$ cat src/sv/smpq_pkg.sv
`timescale 1ns / 1ps
// ============================================================================
// smpq_pkg
// Types and constants shared by the slot priority queue modules.
// ============================================================================
package smpq_pkg;

    localparam int unsigned ID_W   = 16;
    localparam int unsigned PRIO_W = 8;
    localparam int unsigned CFG_W  = 4;
    localparam int unsigned WAIT_W = 4;

    localparam logic CMD_INSERT = 1'b0;
    localparam logic CMD_POP    = 1'b1;

    // Search record handed from cell to cell
    typedef struct packed {
        logic              valid;
        logic              cmd;
        logic [ID_W-1:0]   id;
        logic [PRIO_W-1:0] prio;
        logic              hit;
        logic [ID_W-1:0]   best_tag;
        logic [PRIO_W-1:0] best_prio;
    } carry_t;

    typedef struct packed {
        logic              ok;
        logic [ID_W-1:0]   out_id;
        logic [PRIO_W-1:0] out_priority;
        logic [WAIT_W-1:0] waiting;
    } result_t;

endpackage

$ cat src/sv/smpq_if.sv
`timescale 1ns / 1ps
// ============================================================================
// smpq_in_if / smpq_out_if
// Valid/ready channels carrying queue commands and queue results.
// ============================================================================
interface smpq_in_if;
    logic        valid;
    logic        ready;
    logic        cmd;
    logic [15:0] entry_id;
    logic [7:0]  entry_priority;

    modport source (output valid, cmd, entry_id, entry_priority, input ready);
    modport sink   (input valid, cmd, entry_id, entry_priority, output ready);
endinterface

interface smpq_out_if;
    logic        valid;
    logic        ready;
    logic        ok;
    logic [15:0] out_id;
    logic [7:0]  out_priority;
    logic [3:0]  waiting;

    modport source (output valid, ok, out_id, out_priority, waiting, input ready);
    modport sink   (input valid, ok, out_id, out_priority, waiting, output ready);
endinterface

$ cat src/sv/slot_min_priority_queue_top.sv
`timescale 1ns / 1ps
// ============================================================================
// slot_min_priority_queue_top
// Slot-based min priority queue with insert and pop commands.
// ============================================================================
// One item is in flight at a time. A command walks the row of SLOTS slot
// cells, one cell per cycle. The next item can be accepted only after the
// previous one leaves the row and the skid entry is empty, so no new item
// is taken while one is still in the row. A pop frees the chosen slot when
// the record leaves the last cell. A finished result waits in an output
// register (with one skid entry) while the next item is taken. slots_in_use
// sits at byte address 0.
module slot_min_priority_queue_top #(
    parameter int unsigned SLOTS = 8
) (
    input  logic        clk,
    input  logic        rst_n,
    smpq_in_if.sink     item_in,
    smpq_out_if.source  item_out,
    input  logic        psel,
    input  logic        penable,
    input  logic        pwrite,
    input  logic [1:0]  paddr,
    input  logic [31:0] pwdata,
    output logic [31:0] prdata,
    output logic        pready
);

    localparam int unsigned IW = (SLOTS > 1) ? $clog2(SLOTS) : 1;
    localparam int unsigned CNTW = $clog2(SLOTS + 1);
    localparam logic [1:0] ADDR_SLOTS_IN_USE = 2'd0;
    localparam logic [smpq_pkg::CFG_W-1:0] SLOTS_RESET = smpq_pkg::CFG_W'(8);

    logic [smpq_pkg::CFG_W-1:0] slots_in_use_reg;
    logic                       busy_reg;
    logic                       busy_next;
    smpq_pkg::carry_t           launch_reg;
    smpq_pkg::carry_t           launch_next;
    logic [CNTW-1:0]            count_reg;
    logic [CNTW-1:0]            count_next;
    logic                       out_valid_reg;
    logic                       out_valid_next;
    smpq_pkg::result_t          out_reg;
    smpq_pkg::result_t          out_next;
    logic                       pend_valid_reg;
    logic                       pend_valid_next;
    smpq_pkg::result_t          pend_reg;
    smpq_pkg::result_t          pend_next;

    smpq_pkg::carry_t           chain [SLOTS+1];
    logic [IW-1:0]              chain_idx [SLOTS+1];

    smpq_pkg::carry_t           fin;
    smpq_pkg::result_t          res;
    logic                       in_acc;
    logic                       out_acc;
    logic                       clr;
    logic [CNTW+smpq_pkg::WAIT_W-1:0] count_wide;

    // Configuration port
    assign pready = 1'b1;
    assign prdata = (paddr == ADDR_SLOTS_IN_USE) ? 32'(slots_in_use_reg) : 32'd0;

    always_ff @(posedge clk or negedge rst_n)
    begin
        if (!rst_n)
        begin
            slots_in_use_reg <= SLOTS_RESET;
        end
        else if (psel && penable && pwrite && (paddr == ADDR_SLOTS_IN_USE))
        begin
            slots_in_use_reg <= pwdata[smpq_pkg::CFG_W-1:0];
        end
    end

    // Cell row
    assign chain[0]     = launch_reg;
    assign chain_idx[0] = '0;

    genvar g;
    generate
        for (g = 0; g < SLOTS; g++)
        begin : g_cell
            smpq_cell #(
                .IDX (g),
                .IW  (IW)
            ) u_cell (
                .clk          (clk),
                .rst_n        (rst_n),
                .slots_in_use (slots_in_use_reg),
                .carry_in     (chain[g]),
                .idx_in       (chain_idx[g]),
                .clr          (clr),
                .clr_idx      (chain_idx[SLOTS]),
                .carry_out    (chain[g+1]),
                .idx_out      (chain_idx[g+1])
            );
        end
    endgenerate

    assign fin     = chain[SLOTS];
    assign in_acc  = item_in.valid && item_in.ready;
    assign out_acc = out_valid_reg && item_out.ready;
    assign clr     = fin.valid && (fin.cmd == smpq_pkg::CMD_POP) && fin.hit;

    assign item_in.ready = !busy_reg && !pend_valid_reg;

    always_comb
    begin
        count_next = count_reg;
        if (fin.valid && fin.hit)
        begin
            if (fin.cmd == smpq_pkg::CMD_INSERT)
            begin
                count_next = count_reg + CNTW'(1);
            end
            else
            begin
                count_next = count_reg - CNTW'(1);
            end
        end
    end

    assign count_wide = (CNTW + smpq_pkg::WAIT_W)'(count_next);

    always_comb
    begin
        res.ok           = fin.hit;
        res.waiting      = count_wide[smpq_pkg::WAIT_W-1:0];
        res.out_id       = '0;
        res.out_priority = '0;
        if (fin.cmd == smpq_pkg::CMD_POP)
        begin
            res.out_id       = fin.best_tag;
            res.out_priority = fin.best_prio;
        end
    end

    always_comb
    begin
        launch_next           = '0;
        launch_next.valid     = in_acc;
        launch_next.cmd       = item_in.cmd;
        launch_next.id        = item_in.entry_id;
        launch_next.prio      = item_in.entry_priority;

        busy_next = busy_reg;
        if (in_acc)
        begin
            busy_next = 1'b1;
        end
        else if (fin.valid)
        begin
            busy_next = 1'b0;
        end

        out_valid_next  = out_valid_reg;
        out_next        = out_reg;
        pend_valid_next = pend_valid_reg;
        pend_next       = pend_reg;
        if (out_acc)
        begin
            out_valid_next  = pend_valid_reg;
            out_next        = pend_reg;
            pend_valid_next = 1'b0;
        end
        if (fin.valid)
        begin
            if (!out_valid_reg || out_acc)
            begin
                out_valid_next = 1'b1;
                out_next       = res;
            end
            else
            begin
                pend_valid_next = 1'b1;
                pend_next       = res;
            end
        end
    end

    always_ff @(posedge clk or negedge rst_n)
    begin
        if (!rst_n)
        begin
            busy_reg       <= 1'b0;
            launch_reg     <= '0;
            count_reg      <= '0;
            out_valid_reg  <= 1'b0;
            pend_valid_reg <= 1'b0;
        end
        else
        begin
            busy_reg       <= busy_next;
            launch_reg     <= launch_next;
            count_reg      <= count_next;
            out_valid_reg  <= out_valid_next;
            pend_valid_reg <= pend_valid_next;
        end
    end

    always_ff @(posedge clk)
    begin
        out_reg  <= out_next;
        pend_reg <= pend_next;
    end

    assign item_out.valid        = out_valid_reg;
    assign item_out.ok           = out_reg.ok;
    assign item_out.out_id       = out_reg.out_id;
    assign item_out.out_priority = out_reg.out_priority;
    assign item_out.waiting      = out_reg.waiting;

    a_pend_behind_out: assert property (@(posedge clk) disable iff (!rst_n)
        pend_valid_reg |-> out_valid_reg)
        else $error("skid entry held with empty output register");

    a_count_range: assert property (@(posedge clk) disable iff (!rst_n)
        32'(count_reg) <= SLOTS)
        else $error("occupied count above slot count");

    a_fin_when_busy: assert property (@(posedge clk) disable iff (!rst_n)
        fin.valid |-> busy_reg)
        else $error("record left the row with no item in flight");

    a_accept_busy: assert property (@(posedge clk) disable iff (!rst_n)
        in_acc |=> busy_reg && launch_reg.valid)
        else $error("accepted item not launched");

endmodule

$ cat src/sv/smpq_cell.sv
`timescale 1ns / 1ps
// ============================================================================
// smpq_cell
// One queue slot: holds an entry and updates the passing search record.
// ============================================================================
module smpq_cell #(
    parameter int unsigned IDX = 0,
    parameter int unsigned IW  = 3
) (
    input  logic                           clk,
    input  logic                           rst_n,
    input  logic [smpq_pkg::CFG_W-1:0]     slots_in_use,
    input  smpq_pkg::carry_t               carry_in,
    input  logic [IW-1:0]                  idx_in,
    input  logic                           clr,
    input  logic [IW-1:0]                  clr_idx,
    output smpq_pkg::carry_t               carry_out,
    output logic [IW-1:0]                  idx_out
);

    localparam int unsigned CW = 8;

    logic                          free_reg;
    logic                          free_next;
    logic [smpq_pkg::ID_W-1:0]     tag_reg;
    logic [smpq_pkg::PRIO_W-1:0]   prio_reg;
    smpq_pkg::carry_t              carry_reg;
    smpq_pkg::carry_t              carry_next;
    logic [IW-1:0]                 idx_reg;
    logic [IW-1:0]                 idx_next;
    logic                          usable;
    logic                          take;
    logic                          better;

    assign usable = CW'(slots_in_use) > CW'(IDX);
    assign take   = carry_in.valid && (carry_in.cmd == smpq_pkg::CMD_INSERT)
                    && !carry_in.hit && usable && free_reg;
    assign better = carry_in.valid && (carry_in.cmd == smpq_pkg::CMD_POP)
                    && usable && !free_reg
                    && (!carry_in.hit || (prio_reg < carry_in.best_prio));

    always_comb
    begin
        carry_next = carry_in;
        idx_next   = idx_in;
        free_next  = free_reg;
        if (take)
        begin
            carry_next.hit = 1'b1;
            free_next      = 1'b0;
        end
        if (better)
        begin
            carry_next.hit       = 1'b1;
            carry_next.best_tag  = tag_reg;
            carry_next.best_prio = prio_reg;
            idx_next             = IW'(IDX);
        end
        if (clr && (clr_idx == IW'(IDX)))
        begin
            free_next = 1'b1;
        end
    end

    always_ff @(posedge clk or negedge rst_n)
    begin
        if (!rst_n)
        begin
            free_reg  <= 1'b1;
            carry_reg <= '0;
        end
        else
        begin
            free_reg  <= free_next;
            carry_reg <= carry_next;
        end
    end

    always_ff @(posedge clk)
    begin
        idx_reg <= idx_next;
        if (take)
        begin
            tag_reg  <= carry_in.id;
            prio_reg <= carry_in.prio;
        end
    end

    assign carry_out = carry_reg;
    assign idx_out   = idx_reg;

endmodule

$ cat src/flat_wrapper.sv
// flat-port wrapper written by rule: the top's interface ports become plain ports
module slot_min_priority_queue_top_flat 
#(
    parameter int unsigned SLOTS = 8
)
  (clk, rst_n, psel, penable, pwrite, paddr, pwdata, prdata, pready, item_in_valid, item_in_cmd, item_in_entry_id, item_in_entry_priority, item_in_ready, item_out_valid, item_out_ok, item_out_out_id, item_out_out_priority, item_out_waiting, item_out_ready);
  smpq_in_if item_in_i ();
  smpq_out_if item_out_i ();
  input  logic clk;
  input  logic rst_n;
  input  logic psel;
  input  logic penable;
  input  logic pwrite;
  input  logic [1:0] paddr;
  input  logic [31:0] pwdata;
  output logic [31:0] prdata;
  output logic pready;
  input wire logic [$bits(item_in_i.valid)-1:0] item_in_valid;
  input wire logic [$bits(item_in_i.cmd)-1:0] item_in_cmd;
  input wire logic [$bits(item_in_i.entry_id)-1:0] item_in_entry_id;
  input wire logic [$bits(item_in_i.entry_priority)-1:0] item_in_entry_priority;
  output wire logic [$bits(item_in_i.ready)-1:0] item_in_ready;
  output wire logic [$bits(item_out_i.valid)-1:0] item_out_valid;
  output wire logic [$bits(item_out_i.ok)-1:0] item_out_ok;
  output wire logic [$bits(item_out_i.out_id)-1:0] item_out_out_id;
  output wire logic [$bits(item_out_i.out_priority)-1:0] item_out_out_priority;
  output wire logic [$bits(item_out_i.waiting)-1:0] item_out_waiting;
  input wire logic [$bits(item_out_i.ready)-1:0] item_out_ready;
  assign item_in_i.valid = item_in_valid;
  assign item_in_i.cmd = item_in_cmd;
  assign item_in_i.entry_id = item_in_entry_id;
  assign item_in_i.entry_priority = item_in_entry_priority;
  assign item_in_ready = item_in_i.ready;
  assign item_out_valid = item_out_i.valid;
  assign item_out_ok = item_out_i.ok;
  assign item_out_out_id = item_out_i.out_id;
  assign item_out_out_priority = item_out_i.out_priority;
  assign item_out_waiting = item_out_i.waiting;
  assign item_out_i.ready = item_out_ready;
  slot_min_priority_queue_top #(.SLOTS(SLOTS)) u_core (.clk(clk), .rst_n(rst_n), .item_in(item_in_i), .item_out(item_out_i), .psel(psel), .penable(penable), .pwrite(pwrite), .paddr(paddr), .pwdata(pwdata), .prdata(prdata), .pready(pready));
endmodule
$ cat config.mk
export PLATFORM = sky130hd
export DESIGN_NAME = slot_min_priority_queue_top_flat
export DESIGN_NICKNAME = d
export VERILOG_FILES = /design/src/sv/smpq_pkg.sv /design/src/sv/smpq_if.sv /design/src/sv/slot_min_priority_queue_top.sv /design/src/sv/smpq_cell.sv /design/src/flat_wrapper.sv
export SDC_FILE = /design/constraint.sdc
export NUM_CORES = 1
export LEC_CHECK = 0
export ABC_AREA = 1
export BUFFER_PORTS_ARGS = -buffer_cell sky130_fd_sc_hd__buf_4
export CAP_MARGIN = 20
export CORE_MARGIN = 5
export CORE_UTILIZATION = 35
export CTS_CLUSTER_SIZE = 40
export DETAILED_ROUTE_END_ITERATION = 16
export PLACE_DENSITY = 0.54
export SYNTH_ARGS = -nofsm -noshare
export SYNTH_HDL_FRONTEND = slang
export SYNTH_SLANG_ARGS = --single-unit
$ cat constraint.sdc
create_clock -name clk -period 6.3 [get_ports clk]
set_clock_uncertainty 0.15 [all_clocks]
set_input_delay 0.63 -clock clk [delete_from_list [all_inputs] [get_ports clk]]
set_output_delay 0.63 -clock clk [all_outputs]
set_load 0.05 [all_outputs]
# Word level (Yosys, flattened, before mapping)
# Index checks and enable logic that the tools add are counted.
[totals]
register_bits = 700
input_bits = 66
output_inout_bits = 64
word_cells = 300
[op_classes]
n_addsub = 2
n_lt_le_gt_ge = 15
eq_ne = 7
muxes = 48
bitwise = 9
reduce_logical = 117
[ops]
columns = ["operator", "count"]
rows = [
  ["25-bit two-way mux", 8],
  ["29-bit two-way mux", 3],
  ["1-bit logical AND", 79],
  ["8-bit < comparator", 7],
  ["1-bit two-way mux", 33],
  ["24-bit two-way mux", 1],
  ["1-bit zero test", 18],
  ["2-bit nonzero test", 9],
  ["4-bit by 3-bit greater-than comparator with 1-bit output, second input constant", 4],
  ["3-bit == test, second input constant", 4],
  ["4-bit two-way mux", 3],
  ["1-bit inverter", 9],
  ["4-bit by 1-bit greater-than comparator with 1-bit output, second input constant", 2],
  ["4-bit by 2-bit greater-than comparator with 1-bit output, second input constant", 2],
  ["1-bit logical OR", 8],
  ["3-bit by 2-bit == test with 1-bit output, second input constant", 2],
  ["4-bit by 1-bit adder with 4-bit output, second input constant", 1],
  ["4-bit by 1-bit subtractor with 4-bit output, second input constant", 1],
  ["3-bit by 1-bit == test with 1-bit output, second input constant", 1],
  ["3-bit zero test", 1],
  ["2-bit zero test", 1],
  ["2-bit AND reduction", 1],
]

# Depth between registers and ports, before layout
# Gate-level depths: netlist of run 1.
[logic_depth]
depth_word = 7
mapped_depth = 13
mapped_depth_nobuf = 12

# Cells and area by module
# From an unflattened synthesis of run 1, not the netlist that was laid out.
[hier_totals]
hier_cells = 2046
hier_area_um2 = 26042.5
[modules_own_cells]
columns = ["module", "n_inst", "cells_per_inst", "area_each_um2", "seq_area_each_um2"]
rows = [
  ["slot_min_priority_queue_top", 1, 373, 3703.6, 2378.5],
  ["smpq_cell at u_core.g_cell[4].u_cell", 1, 209, 2831.5, 2083.2],
  ["smpq_cell at u_core.g_cell[6].u_cell", 1, 209, 2821.5, 2083.2],
  ["smpq_cell at u_core.g_cell[2].u_cell", 1, 211, 2817.7, 2083.2],
  ["smpq_cell at u_core.g_cell[5].u_cell", 1, 209, 2793.9, 2083.2],
  ["smpq_cell at u_core.g_cell[1].u_cell", 1, 209, 2786.4, 2083.2],
  ["smpq_cell at u_core.g_cell[0].u_cell", 1, 210, 2781.4, 2083.2],
  ["smpq_cell at u_core.g_cell[7].u_cell", 1, 207, 2773.9, 2083.2],
  ["smpq_cell at u_core.g_cell[3].u_cell", 1, 209, 2732.6, 2083.2],
]

# Worst setup path after synthesis of run 1
# OpenSTA, ideal clock, no wires.
[synth_timing]
kind = "register to register"
start = "register u_core.slots_in_use_reg[3] (netlist bit)"
end = "register u_core.g_cell[4].u_cell.prio_reg[0] (netlist bit) (enable)"
setup_time_ns = 0.472
arrival_time_ns = 3.192
t_required_ns = 5.678
setup_slack_ns = 2.487
path_stages_with_launch = 5
path_buffers = 0
period_less_slack_ns = 3.813
cell_sequence = "dfstp_2 > inv_1 > o21ai_1 > nand2_1 > nor4_1"
[synth_via]
elab_chain_cells = 3
[synth_lines]
columns = ["element", "line", "source"]
rows = [
  ["from (decl)", "slot_min_priority_queue_top.sv:34", "logic [smpq_pkg::CFG_W-1:0] slots_in_use_reg;"],
  ["from (signal assigned)", "slot_min_priority_queue_top.sv:72", "slots_in_use_reg <= pwdata[smpq_pkg::CFG_W-1:0];"],
  ["4-bit by 3-bit greater-than comparator with 1-bit output", "smpq_cell.sv:35", "assign usable = CW'(slots_in_use) > CW'(IDX);"],
  ["1-bit logical AND (2 in series)", "smpq_cell.sv:37", "&& !carry_in.hit && usable && free_reg;"],
  ["net u_core.g_cell[4].u_cell.take", "smpq_cell.sv:32", "logic take;"],
  ["to (signal assigned)", "smpq_cell.sv:85", "prio_reg <= carry_in.prio;"],
  ["to (decl)", "smpq_cell.sv:26", "logic [smpq_pkg::PRIO_W-1:0] prio_reg;"],
]
# The timed path passes the listed nets, and every way through them passes these cells.
# A chain may end at the register's enable or synchronous reset.

==> flow_summary.ini, run 1 <==
[floorplan]
rows = 96
core_sq_mm = 0.0683
start_util_pct = 35.2
die_h_um = 272
die_x_um = 272
ios = 130
die_area_sq_mm = 0.0740

[setup_path]
arrival_ns = 2.86
critPathCaptureType = register
path_common_cell = nand2_1
critPathLaunchType = register
crit_path_max_incr_delay_ns = 0.56
path_class = register to register
cp.required_ns = 6.61
cp_slowest_cell = nand2_1
cp.buffers_inverters = 1
crit_path_cell_trace = ha_1, a21oi_1, nor2_1, nor3_1, nand2_1, nand2_1, buf_4, nand2_1, nand2_1, nand2_1
crit_family = simple AND/OR/NAND/NOR gates
cp_max_fo = 25

[layout]
final_common_cell = nand2_1
final_area_sq_mm = 0.0281
areaGrowthSynthToFinish_pct = 17.2
nets = 2177
fillers = 6297
final_util_pct = 41.2
diodes = 0
largest_reg_flops = 384
fin_cells = 2998
drive_gt1_share_pct = 11.8
most-common-layout-cells = nand2_1 (524), dfrtp_1 (420), edfxtp_1 (221)

[global_routing]
track_usage_pct = 11.0
antenna_found_initial = 0
grt_pass1_wl_um = 68100
grt_pass1_vias = 13500
grt_overflow = 0
grt_max_degree = 126

[sta]
setup_slack_ns = 3.76
final_max_slew_viol_count = 0
finalHoldViolations = 0
rsz0062_at_grt = no
max_freq_ghz = 0.393
fin_tns_setup_ns = 0
setup-violations-final = 0
worstMarginPinSlew_ns = 0.968
slew_headroom_pct = 35.4
min_period_ns = 2.54
finalCritPeriodShare_pct = 40.4

[placed_design]
placed_area_sq_mm = 0.0255
io_buffer_count = 72
dp_cells = 2842
hpwl_um = 27900
place.gp.congestion = 0.789
pre_cts_ws_ns = 3.41

[clocking]
cts_root_buf = clkbuf_16
cts_buffers = 71
clkTransAtPathRegs_ns = 0.06
cts.path.max_buffers = 3
post_cts_buffers = 0
cts-htree-levels = 3
cts_tree = built
insertion_delay_ns = 0.60
cts_sinks = 696

[drt]
wl_per_cell_um = 13.2
dr.pass1.iters = 4
num_vias = 12700
ant_nets = 0
routed_wl_um = 39700
drc_errors = 0
drt_iter0_markers = 668
avgViaCountPerCell = 4.22

[synthesis]
yosysWarnings = 0
synth_cell_types = 37
mappedNetlistArea_sq_mm = 0.0240
syn_inst = 1922
syn_area_per_cell_sq_um = 12.5
seq_area_frac_synth_pct = 76.2
ys_seq_elements = 696

[pwr]
share_seq_of_total_power_pct = 52.2
p_per_area_mw_per_mm2 = 329
p_leak_nw = 13.0
internal_power_mw = 7.27
p_comb_share_pct = 3.9
swShare_pct = 21.4
p_switching_mw = 1.98
clkPwrFrac_pct = 44.0
vdd_ir_drop_max_mv = 0.224

[hold_path]
hold_path_class = input port to register

[run]
maxCapViolations = 0

[run_status]
status = finished, final reports clean
-- area by class of cell --
class	count	area, sq um	area share, %
Sequential cell	696	18300	65.0
Tap cell	882	1100	3.92
Multi-Input combinational cell	994	4730	16.8
Inverter	172	646	2.29
Clock buffer	99	2050	7.29
Timing Repair Buffer	124	1020	3.64
Clock inverter	31	289	1.03
-- cells in the mapped netlist --
master	count	area (sq um)
buf_4	31	233
nor3_1	4	20.0
o21bai_1	1	7.51
a31oi_1	23	144
fa_1	1	20.0
o22ai_1	2	12.5
nand2_1	524	1970
dfxtp_1	46	921
a21oi_1	26	130
a21boi_0	2	15.0
clkbuf_1	29	109
o31ai_1	5	37.5
conb_1	2	7.51
or3_1	2	12.5
dfrtp_1	420	10500
edfxtp_1	221	6640
ha_1	51	638
o21ai_0	13	65.1
and3_1	1	6.26
nand4_1	11	68.8
o21ai_1	1	5.00
dfstp_2	9	236
nor2_4	1	11.3
inv_2	8	30.0
inv_1	164	616
nor4_1	2	12.5
o21a_1	5	37.5
xor2_1	3	26.3
buf_2	27	135
and2_1	1	6.26
nand3_1	176	881
nand2_2	6	37.5
o2bb2ai_1	1	8.76
nor2_1	96	360
nor2_2	5	31.3
nor4_4	1	21.3
nand3b_1	1	7.51
-- power groups by stage --
stage	clock [mW]	combinational, mW	sequential, mW
floorplan	0	0.116	4.99
global placement	0	0.352	4.91
detailed placement	0	0.355	4.92
CTS	4.22	0.368	4.83
global route	4.43	0.390	4.84
finish	4.07	0.357	4.83
-- stage by stage --
stage	power (mW)	hold WS, ns
2_1_floorplan	5.11	0.184
3_3_place_gp	5.27	0.207
3_5_place_dp	5.27	0.211
4_1_cts	9.42	0.00291
5_1_grt	9.66	0.121
6_report	9.26	0.139
-- tightest hold or removal path: stages --
cell	delay, ns
buf_4	0.08
nand2_1	0.07
nand2_1	0.06
-- cells by family (layout without fill, tap and decap cells) --
logic type               count (synthesis)  in the layout  synth area share (%)
AO/OA/AOI/OAI                           79             79                  1.93
flip-flops                             696            696                  76.2
adder cells (fa/ha/maj)                 52             52                  2.74
other                                    2             29                0.0313
AND/OR/NAND/NOR                        831            831                  14.3
buffers and inverters                  259            426                  4.67
XOR/XNOR                                 3              3                 0.109
-- final timing paths --
check | end | depth (start not counted) | start | slack (ns)
min in group asynchronous | u_core.g_cell[0].u_cell.carry_out[17] | 2 | rst_n | 0.43
setup / recovery | u_core.g_cell[1].u_cell.carry_out[5] | 10 | u_core.g_cell[1].u_cell.prio_reg[5] | 3.76
max in group asynchronous | u_core.g_cell[6].u_cell.carry_out[9] | 3 | rst_n | 4.20
setup reg to reg | u_core.g_cell[1].u_cell.carry_out[5] | 10 | u_core.g_cell[1].u_cell.prio_reg[5] | 3.76
hold reg to reg | u_core.g_cell[0].u_cell.carry_out[44] | 0 | u_core.chain[452] | 0.22
hold / removal | u_core.busy_reg | 3 | item_in_valid | 0.14
-- repair_timing --
item / 4_1_cts / 5_1_grt
hold buffers: 25 / 1
resized for setup: 0 / 0
hold endpoints to repair: 94 / 1
-- per-layer routing --
metal	GRT usage [%]	part of all wire, %	vias up
li1	-	-	6453
met1	14.2	46	5959
met2	18.4	49	162
met3	2.71	3.6	78
met4	3.21	2.2	0
met5	0	0	-
No activity file was read; power rests on OpenSTA's default activity.
==> run 2, diff against run 1 <==
==> constraint.sdc (replaced) <==
create_clock -name clk -period 2.47 [get_ports clk]
set_clock_uncertainty 0.15 [all_clocks]
set_input_delay 0.247 -clock clk [delete_from_list [all_inputs] [get_ports clk]]
set_output_delay 0.247 -clock clk [all_outputs]
set_load 0.05 [all_outputs]
==> flow_summary.ini, run 2 (synthesized netlist as in run 1, its figures left out) <==
[drt]
drt_iter0_markers = 532
dr.pass1.iters = 5
wl_per_cell_um = 13.2
avgViaCountPerCell = 4.26
num_vias = 12900
ant_nets = 0
met2WireLength_um = 19400
m1WireLength_um = 17800
routed_wl_um = 39900
drc_errors = 0
wl_met3_um = 1510
highest_layer = met4

[placed_design]
io_buffer_count = 72
place.gp.congestion = 0.805
pre_cts_ws_ns = 0.391
hpwl_um = 28500

[setup_path]
arrival_ns = 2.42
critPathLaunchType = register
r2r-start = u_core.g_cell[3].u_cell.prio_reg[7]
critPathCaptureType = register
cp.required_ns = 2.79
setup.worst_path.start = u_core.g_cell[3].u_cell.prio_reg[7]
cp_max_fo = 27
path_class = register to register

[floorplan]
rows = 96
ios = 130
die_x_um = 272
die_area_sq_mm = 0.0740
start_util_pct = 35.2
core_sq_mm = 0.0683
die_h_um = 272

[layout]
areaGrowthSynthToFinish_pct = 18.1
largest_reg_flops = 384
final_common_cell = nand2_1
diodes = 0
final_util_pct = 41.5
nets = 2202
fillers = 6294
most-common-layout-cells = nand2_1 (524), dfrtp_1 (420), edfxtp_1 (221)
drive_gt1_share_pct = 12.0

[clocking]
cts_tree = built
cts.path.max_buffers = 3
clkTransAtPathRegs_ns = 0.06
cts_buffers = 70
insertion_delay_ns = 0.59
cts_resized = 0
cts_root_buf = clkbuf_16
cts_sinks = 696
cts-htree-levels = 3

[sta]
max_freq_ghz = 0.476
setup_slack_ns = 0.371
final_max_slew_viol_count = 0
slew_headroom_pct = 58.7
finalHoldViolations = 0
fin_tns_setup_ns = 0
rsz0062_at_grt = no
finalCritPeriodShare_pct = 85.0
min_period_ns = 2.10
worstMarginPinSlew_ns = 0.618
setup-violations-final = 0

[pwr]
vdd_ir_drop_max_mv = 0.464
p_leak_nw = 13.1
p_per_area_mw_per_mm2 = 827

[global_routing]
grt_overflow = 0
grt_pass1_wl_um = 68600
grt_max_degree = 76
track_usage_pct = 11.1
antenna_found_initial = 0
grt_pass1_vias = 13700

[hold_path]
hold_path_class = input port to async pin

[run]
maxCapViolations = 0

[run_status]
status = finished, final reports clean
[run 2: changes by cell type in the layout (fill, tap and decap cells not counted), moves of 3 or more]
cell,change
buf_12,+3
buf_4,+14
clkbuf_16,+3
clkbuf_8,-7
clkinv_1,+3
dlygate4sd3_1,+10
[run 2: report_power, final]
group	internal (mW)	total (mW)	switching, mW
clock	6.09	10.2	4.10
sequential	12.2	12.3	0.166
combinational	0.281	0.964	0.683
[run 2: repair_timing]
item                                   CTS  global route
hold buffers                            36             0
setup buffers                            0             0
endpoints found under the hold margin  384             0
setup endpoints to repair                0             0
[run 2: final timing paths]
kind / to / slack (ns) / depth (start not counted)
setup / recovery: u_core.g_cell[3].u_cell.carry_out[9] / 0.37 / 8
hold / removal: u_core.chain[433] / 0.06 / 2
setup reg to reg: u_core.g_cell[3].u_cell.carry_out[9] / 0.37 / 8
hold reg to reg: u_core.g_cell[3].u_cell.carry_out[47] / 0.22 / 0
max in group asynchronous: u_core.g_cell[6].u_cell.carry_out[31] / 1.31 / 3
min in group clk: u_core.chain[436] / 0.15 / 2
[run 2: layout make-up]
type                       count  area, sq um  share of cell area (%)
sequential                   696        18300                    64.5
timing repair buffer         150         1270                    4.49
clock buffer                  96         2030                    7.17
multi-input combinational    994         4760                    16.8
tap                          882         1100                    3.89
inverter                     172          646                    2.28
clock inverter                29          245                   0.865
[run 2: layer usage]
metal / GRT usage, % / up-vias
li1: - / 6505
met1: 14.2 / 6047
met2: 18.5 / 217
met3: 2.39 / 93
met4: 4.34 / 0
met5: 0 / -
[run 2: worst max-delay path, stage by stage, from the launching register on]
cell      delay, ns
edfxtp_1       0.40
ha_1           0.33
a21oi_1        0.18
o21a_1         0.16
nand2_1        0.09
nand2_1        0.10
nand2_2        0.31
nand2_1        0.18
nand2_1        0.08
[run 2: through the flow]
step / hold WS (ns) / instances / power, mW / area [sq um]
3_5_place_dp: 0.106 / 2858 / 13.5 / 25700
5_1_grt: 0.0859 / 3019 / 24.4 / 28400
2_1_floorplan: -0.199 / 1949 / 13.0 / 24200
4_1_cts: 0.0433 / 3019 / 23.9 / 28400
3_3_place_gp: 0.101 / 2858 / 13.5 / 25700
6_report: 0.0560 / 3019 / 23.5 / 28400
==> run 3, diff against run 2 <==
--- a/config.mk
+++ b/config.mk
@@ -5,14 +5,14 @@
 export SDC_FILE = /design/constraint.sdc
 export NUM_CORES = 1
 export LEC_CHECK = 0
-export ABC_AREA = 1
+export ABC_AREA = 0
 export BUFFER_PORTS_ARGS = -buffer_cell sky130_fd_sc_hd__buf_4
 export CAP_MARGIN = 20
 export CORE_MARGIN = 5
 export CORE_UTILIZATION = 35
 export CTS_CLUSTER_SIZE = 40
 export DETAILED_ROUTE_END_ITERATION = 16
-export PLACE_DENSITY = 0.54
+export PLACE_DENSITY = 0.55
 export SYNTH_ARGS = -nofsm -noshare
 export SYNTH_HDL_FRONTEND = slang
 export SYNTH_SLANG_ARGS = --single-unit
==> constraint.sdc (replaced) <==
create_clock -name clk -period 1.8 [get_ports clk]
set_clock_uncertainty 0.15 [all_clocks]
set_input_delay 0.18 -clock clk [delete_from_list [all_inputs] [get_ports clk]]
set_output_delay 0.18 -clock clk [all_outputs]
set_load 0.05 [all_outputs]
==> flow_summary.ini, run 3 <==
[global_routing]
grt_pass1_wl_um = 68300
track_usage_pct = 11.4
grt_pass1_vias = 12600
antenna_found_initial = 0
grt_max_degree = 72
grt_overflow = 0

[synthesis]
synth_cell_types = 51
async_reset_ff_share_pct = 61.6
syn_inst = 1403
synth.area.top_cells = dfrtp_1 (44%), edfxtp_1 (28%), mux2_2 (5.4%)
ys.flop_type = dfrtp_1
ys_seq_elements = 696
synth_edf_count = 221
yosysMostFrequentCell = dfrtp_1
synth_top_area_share_pct = 44.0
synth_common_cells = dfrtp_1 (420), edfxtp_1 (221), mux2_2 (114), inv_1 (64), and2_1 (55)
syn_area_per_cell_sq_um = 17.0
yosysWarnings = 0
mappedNetlistArea_sq_mm = 0.0239
synth_top_cell_by_area = dfrtp_1
seq_area_frac_synth_pct = 76.7

[setup_path]
critPathLaunchType = register
arrival_ns = 2.75
setup.worst_path.start = u_core.g_cell[4].u_cell.prio_reg[2]
cp.required_ns = 2.12
regToRegSetupSlack_ns = -0.63
critPathCaptureType = register
cp_max_fo = 7
r2r-start = u_core.g_cell[4].u_cell.prio_reg[2]
path_class = register to register

[layout]
drive_gt1_share_pct = 38.7
nets = 1871
ff_latch_area_sq_mm = 0.0183
final_common_cell = dfrtp_1
fin_cells = 2684
final_util_pct = 47.7
final_area_sq_mm = 0.0322
diodes = 0
most-common-layout-cells = dfrtp_1 (416), edfxtp_1 (221), buf_4 (151)
fillers = 5519
multi_input_area_sq_mm = 0.00643
areaGrowthSynthToFinish_pct = 34.7
largest_reg_flops = 384

[placed_design]
placed_area_sq_mm = 0.0271
dp_cells = 2420
place.gp.congestion = 0.753
io_buffer_count = 72
pre_cts_ws_ns = -0.693
hpwl_um = 25800

[clocking]
cts_root_buf = clkbuf_16
clkTransAtPathRegs_ns = 0.06
cts_sinks = 696
cts-htree-levels = 3
cts_tree = built
insertion_delay_ns = 0.60
cts_buffers = 70
cts.path.max_buffers = 3

[floorplan]
die_x_um = 271
rows = 95
die_h_um = 271
start_util_pct = 35.4
core_sq_mm = 0.0674
ios = 130
die_area_sq_mm = 0.0735

[drt]
ant_nets = 0
dr.pass1.iters = 4
routed_wl_um = 45700
drc_errors = 0
num_vias = 11700
drt_iter0_markers = 349
wl_per_cell_um = 17.0
avgViaCountPerCell = 4.35

[run]
maxCapViolations = 0

[hold_path]
hold_start = item_in_entry_id[1]
hold_path_class = input port to register

[sta]
setup_slack_ns = -0.626
finalHoldViolations = 0
setup-violations-final = 406
fin_tns_setup_ns = -121.26
min_period_ns = 2.43
final_max_slew_viol_count = 0
finalCritPeriodShare_pct = 135
max_freq_ghz = 0.412
rsz0062_at_grt = yes

[pwr]
vdd_ir_drop_max_mv = 0.731
p_per_area_mw_per_mm2 = 1390
p_leak_nw = 13.9

[run_status]
violations = setup timing
status = complete, but fails checks
==> run 3: changes by cell type in the layout (fill, tap and decap cells not counted), moves of 42 or more <==
cell     change
inv_1      -110
mux2_4     +136
nor2_1      -54
buf_6       +49
buf_4       +42
nand3_1    -172
nand2_1    -515
==> run 3: power by group <==
| part | internal [mW] | switching [mW] |
|---|---|---|
| Sequential | 18.8 | 1.29 |
| Clock | 8.81 | 6.00 |
| Combinational | 4.99 | 4.78 |
==> run 3: layer usage <==
| layer | global-route usage (%) | share of wire (%) | vias up |
|---|---|---|---|
| li1 | - | - | 5624 |
| met3 | 2.23 | 3.2 | 83 |
| met4 | 4.32 | 2.9 | 0 |
| met1 | 14.0 | 39 | 5805 |
| met5 | 0 | 0 | - |
| met2 | 20.0 | 55 | 150 |
==> run 3: through the flow <==
step	hold WS (ns)	power (mW)
floorplan	-0.266	26.0
global placement	-0.0517	28.5
detailed placement	-0.0494	28.7
CTS	0.0324	44.6
global route	0.0459	47.0
finish	0.0730	44.7
==> run 3: final cells by class <==
type                            instances  share of cell area, %
Inverter                               64                  0.759
Clock inverter                         39                   1.42
Clock buffer                           91                   6.01
Multi-Input combinational cell        609                   20.0
Sequential cell                       696                   56.9
Timing Repair Buffer                  312                   11.5
Tap cell                              873                   3.40
==> run 3: worst paths after layout <==
kind / cells after the start / endpoint
max: 8 / u_core.g_cell[4].u_cell.carry_out[5]
min reg2reg: 0 / u_core.g_cell[3].u_cell.carry_out[35]
min in group asynchronous: 3 / u_core.g_cell[1].u_cell.carry_out[38]
max in group asynchronous: 3 / u_core.item_out.valid
min: 2 / u_core.chain[442]
max reg2reg: 8 / u_core.g_cell[4].u_cell.carry_out[5]
==> run 3: timing repair <==
| item | in CTS | in global routing |
|---|---|---|
| pin swaps | 26 | 62 |
| endpoints found under the setup margin | 412 | 415 |
| endpoints found under the hold margin | 510 | 1 |
| buffers inserted | 40 | 28 |
| hold buffers | 37 | 2 |
| gates cloned | 16 | 26 |
| gates resized for setup | 104 | 118 |
==> run 3: cells by family after synthesis <==
logic type	after synthesis	synth area share (%)
flops	696	76.7
buf+inv	129	2.65
simple gates	203	4.85
mux	177	8.62
xor+xnor	9	0.330
fa+ha+maj	52	2.76
other cells	2	0.0315
compound gates	135	4.06
==> run 3: critical path, stage by stage (launching register included) <==
cell	delay, ns
edfxtp_1	0.40
ha_1	0.31
o21a_1	0.18
nor2_2	0.15
o31ai_4	0.10
a2111oi_4	0.30
buf_6	0.21
buf_12	0.15
mux2_2	0.34
